==> src/hw/rtl/bdpr_pkg.sv <==
// Shared types and constants for the debounced button press and release block.
package bdpr_pkg;

    localparam int unsigned FIELD_TIME_W = 32;
    localparam int unsigned DEBOUNCE_W   = 16;
    localparam int unsigned CFG_IDX_W    = 1;
    localparam int unsigned CFG_DATA_W   = 16;

    localparam logic [CFG_IDX_W-1:0] CFG_DEBOUNCE_MS   = 1'd0;
    localparam logic [CFG_IDX_W-1:0] CFG_PRESSED_LEVEL = 1'd1;

    localparam logic [DEBOUNCE_W-1:0] DEBOUNCE_RESET      = 16'd50;
    localparam logic                  PRESSED_LEVEL_RESET = 1'b0;

    typedef enum logic [1:0] {
        PH_AWAIT_PRESS   = 2'd0,
        PH_PRESSED       = 2'd1,
        PH_AWAIT_RELEASE = 2'd2,
        PH_RELEASED      = 2'd3
    } t_phase;

    typedef struct packed {
        logic                    pin_level;
        logic [FIELD_TIME_W-1:0] now_ms;
        logic                    press_accept;
        logic                    release_accept;
    } t_in_item;

    typedef struct packed {
        logic                    press_event;
        logic                    release_event;
        logic [FIELD_TIME_W-1:0] held_ms;
        logic                    button_down;
        logic [FIELD_TIME_W-1:0] pressing_ms;
    } t_out_item;

endpackage

==> src/hw/rtl/bdpr_step.sv <==
// Combinational poll step: level change tracking, debounce check and button state update.
module bdpr_step #(
    parameter int unsigned TIME_BITS = 32
) (
    input  bdpr_pkg::t_in_item                  i_item,
    input  logic [bdpr_pkg::DEBOUNCE_W-1:0]     i_debounce_ms,
    input  logic                                i_pressed_level,
    input  bdpr_pkg::t_phase                    i_phase,
    input  logic                                i_last_pressed,
    input  logic [TIME_BITS-1:0]                i_change_time,
    input  logic [TIME_BITS-1:0]                i_press_start,
    output bdpr_pkg::t_phase                    o_phase,
    output logic                                o_last_pressed,
    output logic [TIME_BITS-1:0]                o_change_time,
    output logic [TIME_BITS-1:0]                o_press_start,
    output bdpr_pkg::t_out_item                 o_result
);

    localparam int unsigned FW = bdpr_pkg::FIELD_TIME_W;
    localparam int unsigned DW = bdpr_pkg::DEBOUNCE_W;
    localparam int unsigned CW = (TIME_BITS > DW) ? TIME_BITS : DW;

    logic [TIME_BITS-1:0] now_t;
    logic [TIME_BITS-1:0] stable_time;
    logic [TIME_BITS-1:0] press_time;
    logic [CW-1:0]        stable_cmp;
    logic [CW-1:0]        debounce_cmp;
    logic [FW-1:0]        press_time_f;
    logic                 pressed;
    logic                 stable;
    logic                 pev;
    logic                 rev;
    bdpr_pkg::t_phase     ph;

    generate
        if (TIME_BITS > FW) begin : g_wide
            assign now_t        = {{(TIME_BITS-FW){1'b0}}, i_item.now_ms};
            assign press_time_f = press_time[FW-1:0];
        end else if (TIME_BITS == FW) begin : g_same
            assign now_t        = i_item.now_ms;
            assign press_time_f = press_time;
        end else begin : g_narrow
            assign now_t        = i_item.now_ms[TIME_BITS-1:0];
            assign press_time_f = {{(FW-TIME_BITS){1'b0}}, press_time};
        end
        if (CW > TIME_BITS) begin : g_cmp_ext
            assign stable_cmp = {{(CW-TIME_BITS){1'b0}}, stable_time};
        end else begin : g_cmp_same
            assign stable_cmp = stable_time;
        end
        if (CW > DW) begin : g_deb_ext
            assign debounce_cmp = {{(CW-DW){1'b0}}, i_debounce_ms};
        end else begin : g_deb_same
            assign debounce_cmp = i_debounce_ms;
        end
    endgenerate

    assign pressed     = (i_item.pin_level == i_pressed_level);
    assign stable_time = now_t - i_change_time;
    assign stable      = (stable_cmp >= debounce_cmp);
    assign press_time  = now_t - o_press_start;

    always_comb begin
        o_phase        = i_phase;
        o_last_pressed = i_last_pressed;
        o_change_time  = i_change_time;
        o_press_start  = i_press_start;
        pev            = 1'b0;
        rev            = 1'b0;
        ph             = i_phase;
        if (pressed != i_last_pressed) begin
            o_change_time  = now_t;
            o_last_pressed = pressed;
        end else if (stable) begin
            if (ph == bdpr_pkg::PH_AWAIT_PRESS && pressed) begin
                ph            = bdpr_pkg::PH_PRESSED;
                o_press_start = now_t;
            end
            if (ph == bdpr_pkg::PH_PRESSED) begin
                if (!pressed) begin
                    ph = bdpr_pkg::PH_RELEASED;
                end else begin
                    pev = 1'b1;
                    if (i_item.press_accept) begin
                        ph = bdpr_pkg::PH_AWAIT_RELEASE;
                    end
                end
            end else begin
                if (ph == bdpr_pkg::PH_AWAIT_RELEASE && !pressed) begin
                    ph = bdpr_pkg::PH_RELEASED;
                end
                if (ph == bdpr_pkg::PH_RELEASED) begin
                    rev = 1'b1;
                    if (i_item.release_accept) begin
                        ph = bdpr_pkg::PH_AWAIT_PRESS;
                    end
                end
            end
            o_phase = ph;
        end
    end

    always_comb begin
        o_result.press_event   = pev;
        o_result.release_event = rev;
        o_result.held_ms       = rev ? press_time_f : '0;
        o_result.button_down   = (o_phase != bdpr_pkg::PH_AWAIT_PRESS);
        o_result.pressing_ms   = (o_phase != bdpr_pkg::PH_AWAIT_PRESS) ? press_time_f : '0;
    end

endmodule

==> src/hw/rtl/button_debounce_press_release_top.sv <==
// Top level of the debounced button block: configuration, input register, state and result register.
// Each poll passes through the input register and then the result register, which loads when free.
// Throughput: one poll per cycle unless the receiver stalls; a new poll still transfers while a
// finished result waits downstream, as long as the input register is empty.
// The step logic is two 32-bit subtractions and a compare plus the four-state update per cycle.
// Reset (synchronous, active low) empties both registers, sets awaiting press with zero times,
// and loads a debounce time of 50 ms with a pressed level of 0.
module button_debounce_press_release_top #(
    parameter int unsigned TIME_BITS = 32
) (
    input  logic                                i_clk,
    input  logic                                i_rst_n,
    input  logic                                i_cfg_we,
    input  logic [bdpr_pkg::CFG_IDX_W-1:0]      i_cfg_idx,
    input  logic [bdpr_pkg::CFG_DATA_W-1:0]     i_cfg_data,
    input  logic                                i_in_valid,
    output logic                                o_in_stall,
    input  bdpr_pkg::t_in_item                  i_in_data,
    output logic                                o_out_valid,
    input  logic                                i_out_stall,
    output bdpr_pkg::t_out_item                 o_out_data
);

    logic [bdpr_pkg::DEBOUNCE_W-1:0] r_debounce_ms;
    logic                            r_pressed_level;

    logic                 r_in_vld;
    bdpr_pkg::t_in_item   r_in;
    logic                 r_out_vld;
    bdpr_pkg::t_out_item  r_out;

    bdpr_pkg::t_phase     r_phase;
    logic                 r_last_pressed;
    logic [TIME_BITS-1:0] r_change_time;
    logic [TIME_BITS-1:0] r_press_start;

    bdpr_pkg::t_phase     n_phase;
    logic                 n_last_pressed;
    logic [TIME_BITS-1:0] n_change_time;
    logic [TIME_BITS-1:0] n_press_start;
    bdpr_pkg::t_out_item  n_out;

    logic out_free;
    logic advance;
    logic in_take;

    assign out_free   = !r_out_vld || !i_out_stall;
    assign advance    = r_in_vld && out_free;
    assign o_in_stall = r_in_vld && !out_free;
    assign in_take    = i_in_valid && !o_in_stall;

    assign o_out_valid = r_out_vld;
    assign o_out_data  = r_out;

    bdpr_step #(
        .TIME_BITS(TIME_BITS)
    ) u_step (
        .i_item         (r_in),
        .i_debounce_ms  (r_debounce_ms),
        .i_pressed_level(r_pressed_level),
        .i_phase        (r_phase),
        .i_last_pressed (r_last_pressed),
        .i_change_time  (r_change_time),
        .i_press_start  (r_press_start),
        .o_phase        (n_phase),
        .o_last_pressed (n_last_pressed),
        .o_change_time  (n_change_time),
        .o_press_start  (n_press_start),
        .o_result       (n_out)
    );

    always_ff @(posedge i_clk) begin
        if (!i_rst_n) begin
            r_debounce_ms   <= bdpr_pkg::DEBOUNCE_RESET;
            r_pressed_level <= bdpr_pkg::PRESSED_LEVEL_RESET;
        end else if (i_cfg_we) begin
            case (i_cfg_idx)
                bdpr_pkg::CFG_DEBOUNCE_MS: begin
                    r_debounce_ms <= i_cfg_data;
                end
                bdpr_pkg::CFG_PRESSED_LEVEL: begin
                    r_pressed_level <= i_cfg_data[0];
                end
                default: begin
                end
            endcase
        end
    end

    always_ff @(posedge i_clk) begin
        if (!i_rst_n) begin
            r_in_vld       <= 1'b0;
            r_out_vld      <= 1'b0;
            r_phase        <= bdpr_pkg::PH_AWAIT_PRESS;
            r_last_pressed <= 1'b0;
            r_change_time  <= '0;
            r_press_start  <= '0;
        end else begin
            if (in_take) begin
                r_in_vld <= 1'b1;
            end else if (advance) begin
                r_in_vld <= 1'b0;
            end
            if (advance) begin
                r_out_vld      <= 1'b1;
                r_phase        <= n_phase;
                r_last_pressed <= n_last_pressed;
                r_change_time  <= n_change_time;
                r_press_start  <= n_press_start;
            end else if (!i_out_stall) begin
                r_out_vld <= 1'b0;
            end
        end
    end

    always_ff @(posedge i_clk) begin
        if (in_take) begin
            r_in <= i_in_data;
        end
        if (advance) begin
            r_out <= n_out;
        end
    end

`ifndef SYNTH
    a_one_event: assert property (@(posedge i_clk) disable iff (!i_rst_n)
        r_out_vld |-> !(r_out.press_event && r_out.release_event))
        else $error("press and release offered in the same result");

    a_held_zero: assert property (@(posedge i_clk) disable iff (!i_rst_n)
        (r_out_vld && !r_out.release_event) |-> (r_out.held_ms == '0))
        else $error("held time reported without a release");

    a_pressing_zero: assert property (@(posedge i_clk) disable iff (!i_rst_n)
        (r_out_vld && !r_out.button_down) |-> (r_out.pressing_ms == '0))
        else $error("pressing time reported while the button is up");

    a_in_kept: assert property (@(posedge i_clk) disable iff (!i_rst_n)
        (r_in_vld && !out_free) |=> (r_in_vld && $stable(r_in)))
        else $error("waiting poll lost from the input register");
`endif

endmodule

==> config.mk <==
export PLATFORM = sky130hd
export DESIGN_NAME = button_debounce_press_release_top
export DESIGN_NICKNAME = d
export VERILOG_FILES = /design/src/hw/rtl/bdpr_pkg.sv /design/src/hw/rtl/bdpr_step.sv /design/src/hw/rtl/button_debounce_press_release_top.sv
export SDC_FILE = /design/constraint.sdc
export NUM_CORES = 1
export LEC_CHECK = 0
export BUFFER_PORTS_ARGS = -buffer_cell sky130_fd_sc_hd__buf_4
export CORE_ASPECT_RATIO = 0.75
export CORE_MARGIN = 2
export CORE_UTILIZATION = 35
export CTS_CLUSTER_DIAMETER = 120
export DETAILED_ROUTE_END_ITERATION = 12
export GPL_TIMING_DRIVEN = 0
export PLACE_DENSITY_LB_ADDON = 0.1
export SLEW_MARGIN = 0
export SYNTH_ARGS = -nofsm -noshare
export SYNTH_HDL_FRONTEND = slang
export SYNTH_SLANG_ARGS = --single-unit
==> constraint.sdc <==
create_clock -name i_clk -period 14.2 [get_ports i_clk]
set_clock_uncertainty 0.1 [all_clocks]
set_input_delay 0.71 -clock i_clk [delete_from_list [all_inputs] [get_ports i_clk]]
set_output_delay 0.71 -clock i_clk [all_outputs]
set_load 0.01 [all_outputs]
==> metrics.txt <==
# TYPE chip_impl_metric gauge
chip_impl_info{name="status",value="finished clean"} 1
chip_impl_metric{name="global_route.usage.total",unit="%"} 19.62
chip_impl_info{name="mostFrequentLayoutCells",value="233 x nand2_1, 139 x nor2_1, 125 x buf_4"} 1
chip_impl_metric{name="route.met3.wl",unit="um"} 1717
chip_impl_metric{name="async_flop_share",unit="%"} 0
chip_impl_metric{name="synth_sequential_area_ratio",unit="%"} 41.54
chip_impl_metric{name="max_cap_viol_count",unit=""} 0
chip_impl_metric{name="clock-sinks",unit=""} 188
chip_impl_metric{name="worst-r2r-setup-slack",unit="ns"} 3.76
chip_impl_metric{name="synth_fp_nets",unit=""} 1435
chip_impl_metric{name="switching_power",unit="mW"} 0.4427
chip_impl_metric{name="synthToLayoutAreaGrowth",unit="%"} 18.34
chip_impl_metric{name="detail-route-antenna-nets",unit=""} 0
chip_impl_info{name="crit_slowest_cell",value="or4_1"} 1
chip_impl_metric{name="antenna_cells",unit=""} 0
chip_impl_metric{name="antenna_found_initial",unit=""} 1
chip_impl_metric{name="global_route.overflow_total",unit=""} 0
chip_impl_info{name="rr_startpoint",value="r_in[2]"} 1
chip_impl_metric{name="buffer_ports.inserted",unit=""} 124
chip_impl_metric{name="power_frac_seq",unit="%"} 43.1
chip_impl_metric{name="max_transition_viols_final",unit=""} 0
chip_impl_metric{name="io_pins",unit=""} 126
chip_impl_metric{name="worstHoldPathCells",unit=""} 1
chip_impl_info{name="root_buffer",value="clkbuf_16"} 1
chip_impl_info{name="route.top_layer_used",value="met4"} 1
chip_impl_metric{name="setup_viol",unit=""} 0
chip_impl_info{name="worstReg2RegEnd",value="o_out_data[64]"} 1
chip_impl_metric{name="clock_share_of_power",unit="%"} 33.7
chip_impl_metric{name="critPathMaxFanout",unit=""} 10
chip_impl_metric{name="critPathRequiredTime",unit="ns"} 14.29
chip_impl_metric{name="final.period_utilization",unit="%"} 73.51
chip_impl_metric{name="post_route_cells_drive_above_1_share",unit="%"} 13.28
chip_impl_metric{name="route.detailed.drc",unit=""} 0
chip_impl_metric{name="post_dr_vias_cell",unit=""} 5.213
chip_impl_info{name="kind_of_start_point_of_the_critical_path",value="register"} 1
chip_impl_metric{name="clock_tree.buffer_depth",unit=""} 2
chip_impl_metric{name="cts_hold_buffers",unit=""} 0
chip_impl_metric{name="post_synth_instance_area",unit="sq mm"} 0.01152
chip_impl_info{name="worst-setup-path-type",value="reg2reg"} 1
chip_impl_metric{name="post_cts_buffers",unit=""} 0
chip_impl_metric{name="fmaxAchievable",unit="GHz"} 0.09580
chip_impl_info{name="timing.critical_path.to_type",value="register"} 1
chip_impl_info{name="final_common_cell",value="nand2_1"} 1
chip_impl_metric{name="nets",unit=""} 1580
chip_impl_metric{name="cts_repair_resize_count",unit=""} 0
chip_impl_metric{name="wl_per_cell",unit="um"} 17.49
chip_impl_metric{name="multi_input_area",unit="sq mm"} 0.006243
chip_impl_metric{name="vdd_ir_drop_max",unit="mV"} 0.06424
chip_impl_metric{name="synthesis.instances",unit=""} 1310
chip_impl_metric{name="dieHeight",unit="um"} 161.1
chip_impl_metric{name="detailed_route_wirelength_on_metal2",unit="um"} 14290
chip_impl_metric{name="critPathMaxStageDelay",unit="ns"} 0.63
chip_impl_metric{name="place.detailed.hpwl",unit="um"} 26000
chip_impl_metric{name="first_global_vias",unit=""} 9158
chip_impl_metric{name="final-seq-area",unit="sq mm"} 0.004785
chip_impl_metric{name="gpl.final_weighted_congestion",unit=""} 0.8827
chip_impl_metric{name="timing.setup.tns",unit="ns"} 0
chip_impl_metric{name="power.share.combinational",unit="%"} 23.1
chip_impl_metric{name="crit_buf_inv",unit=""} 4
chip_impl_metric{name="max_slew.worst_pin.slew",unit="ns"} 0.9398
chip_impl_metric{name="finalWirelength",unit="um"} 33420
chip_impl_metric{name="sw_frac_of_total",unit="%"} 30.60
chip_impl_metric{name="fill_cells",unit=""} 3308
chip_impl_metric{name="ys_types",unit=""} 86
chip_impl_metric{name="worst_r2r_path_depth",unit=""} 39
chip_impl_metric{name="timing.final.hold_violations",unit=""} 0
chip_impl_info{name="rsz0062_at_grt",value="no"} 1
chip_impl_metric{name="p_int",unit="mW"} 1.004
chip_impl_metric{name="clk_transition_reported_paths",unit="ns"} 0.07
chip_impl_info{name="worst_hold_path.endpoint",value="r_in[30]"} 1
chip_impl_info{name="hold_path.startpoint",value="i_in_data[30]"} 1
chip_impl_metric{name="cts_max_level",unit=""} 4
chip_impl_metric{name="core",unit="sq mm"} 0.03238
chip_impl_metric{name="tritoncts.num_buffers",unit=""} 17
chip_impl_metric{name="cp.arrival",unit="ns"} 10.53
chip_impl_metric{name="drt-met1-wl",unit="um"} 17050
chip_impl_info{name="hold_path_class",value="in2reg"} 1
chip_impl_metric{name="post_synth.cell_area_avg",unit="sq um"} 8.793
chip_impl_metric{name="maximum_number_of_pins_on_one_net_before_global_route_repair",unit=""} 41
chip_impl_metric{name="rows",unit=""} 57
chip_impl_metric{name="max-slew-margin-rel",unit="%"} 37.34
chip_impl_metric{name="die_area",unit="sq mm"} 0.03439
chip_impl_metric{name="grt_first_pass_wirelength",unit="um"} 51140
chip_impl_info{name="crit_family",value="simple AND/OR/NAND/NOR gates"} 1
chip_impl_metric{name="pre_antenna_drt_iters",unit=""} 5
chip_impl_metric{name="drt-initial-drc-count",unit=""} 902
chip_impl_metric{name="number_of_flops_mapped_to_enable_cells_by_yosys",unit=""} 102
chip_impl_metric{name="clock_latency",unit="ns"} 0.46
chip_impl_metric{name="leakagePower",unit="nW"} 5.234
chip_impl_metric{name="ys_ff_latch",unit=""} 188
chip_impl_metric{name="layout_min_cycle_time",unit="ns"} 10.44
chip_impl_info{name="dominantRegCellSynth",value="edfxtp_1"} 1
chip_impl_metric{name="die_width",unit="um"} 213.5
chip_impl_metric{name="ys.warnings.count",unit=""} 0
chip_impl_metric{name="fin_worst_hold_slack",unit="ns"} 0.3273
chip_impl_info{name="cts_tree",value="built"} 1
chip_impl_metric{name="initial_cell_density_of_the_core",unit="%"} 35.57
chip_impl_metric{name="pwr_density_cell",unit="mW/mm^2"} 106.2
chip_impl_metric{name="dr_total_vias",unit=""} 9957
==> Yosys cell counts, types with 4 or more instances <==
master | n | area [sq um]
a211oi_1 | 7 | 52.55
a21boi_0 | 66 | 495.5
a21o_1 | 13 | 97.59
a21oi_1 | 84 | 420.4
a31oi_1 | 11 | 68.82
and2_1 | 13 | 81.33
and3_1 | 6 | 37.54
buf_2 | 8 | 40.04
clkbuf_1 | 38 | 142.6
dfxtp_1 | 86 | 1722
edfxtp_1 | 102 | 3063
ha_1 | 66 | 825.8
inv_1 | 76 | 285.3
maj3_1 | 7 | 70.07
mux2i_1 | 21 | 210.2
nand2_1 | 233 | 874.6
nand2b_1 | 12 | 75.07
nand3_1 | 12 | 60.06
nand4_1 | 12 | 75.07
nor2_1 | 139 | 521.8
nor2b_1 | 18 | 112.6
nor3_1 | 25 | 125.1
nor4_1 | 6 | 37.54
o211a_1 | 19 | 190.2
o211ai_1 | 11 | 82.58
o21a_1 | 11 | 82.58
o21ai_0 | 56 | 280.3
o21ai_1 | 5 | 25.02
o21bai_1 | 5 | 37.54
o22ai_1 | 4 | 25.02
o31ai_1 | 4 | 30.03
or3_1 | 4 | 25.02
xnor2_1 | 36 | 315.3
xor2_1 | 15 | 131.4
==> power groups by stage <==
stage,Clock (mW),Combinational [mW],Sequential [mW]
after floorplan,0,0.223,0.636
after global placement,0,0.328,0.638
after detailed placement,0,0.332,0.637
after CTS,0.500,0.334,0.625
after global routing,0.517,0.374,0.627
final,0.488,0.335,0.624
==> through the flow <==
| stage | power, mW | std cells | worst slack, ns | cell area [sq um] | util, % |
|---|---|---|---|---|---|
| after global routing | 1.518 | 1910 | 3.221 | 13630 | 42.10 |
| after detailed placement | 0.9684 | 1878 | 3.952 | 13050 | 40.31 |
| after floorplan | 0.8586 | 1310 | 6.280 | 11520 | - |
| after global placement | 0.9665 | 1876 | 3.905 | 13000 | 40.16 |
| final | 1.447 | 1910 | 3.761 | 13630 | 42.10 |
| after CTS | 1.459 | 1910 | 3.885 | 13630 | 42.10 |
==> kinds of logic after synthesis <==
family / after synthesis / synth area share [%]
AND/OR/NAND/NOR: 506 / 19.82
adder cells (fa/ha/maj): 75 / 8.125
flip-flops: 188 / 41.54
buffers and inverters: 127 / 4.323
XOR/XNOR: 51 / 3.878
AO/OA/AOI/OAI: 337 / 20.00
multiplexers: 26 / 2.314
==> metal layers <==
metal  track usage, %  vias to the layer above
met2            28.87                      272
met5                0                        -
met3            3.383                       18
met4            4.861                        0
met1            29.58                     4749
li1                 -                     4918
==> how the worst max path moves through the flow <==
stage / from / endpoint / slack (ns) / cells past startpoint
3_5_place_dp: r_in[2] / o_out_data[64] / 3.95 / 39
2_1_floorplan: r_in[2] / o_out_data[24] / 6.28 / 38
3_3_place_gp: r_in[2] / o_out_data[64] / 3.90 / 39
4_1_cts: r_in[2] / o_out_data[64] / 3.89 / 39
6_report: r_in[2] / o_out_data[64] / 3.76 / 39
5_1_grt: r_in[2] / o_out_data[64] / 3.22 / 39
==> layout make-up <==
cell class | count | share of cell area, %
buffer | 51 | 1.570
inverter | 76 | 2.093
clock buffer | 21 | 3.378
tap | 442 | 4.057
timing repair buffer | 126 | 7.123
clock inverter | 11 | 0.8720
multi-input combinational | 995 | 45.80
sequential | 188 | 35.10
==> state kept, by name, indices dropped and copies added, names as in the netlist, 2 cells and up <==
signal         count
r_debounce_ms     16
r_press_start     32
o_out_data        67
r_change_time     32
r_phase            2
r_in              35
No activity file was read; power rests on OpenSTA's default activity.
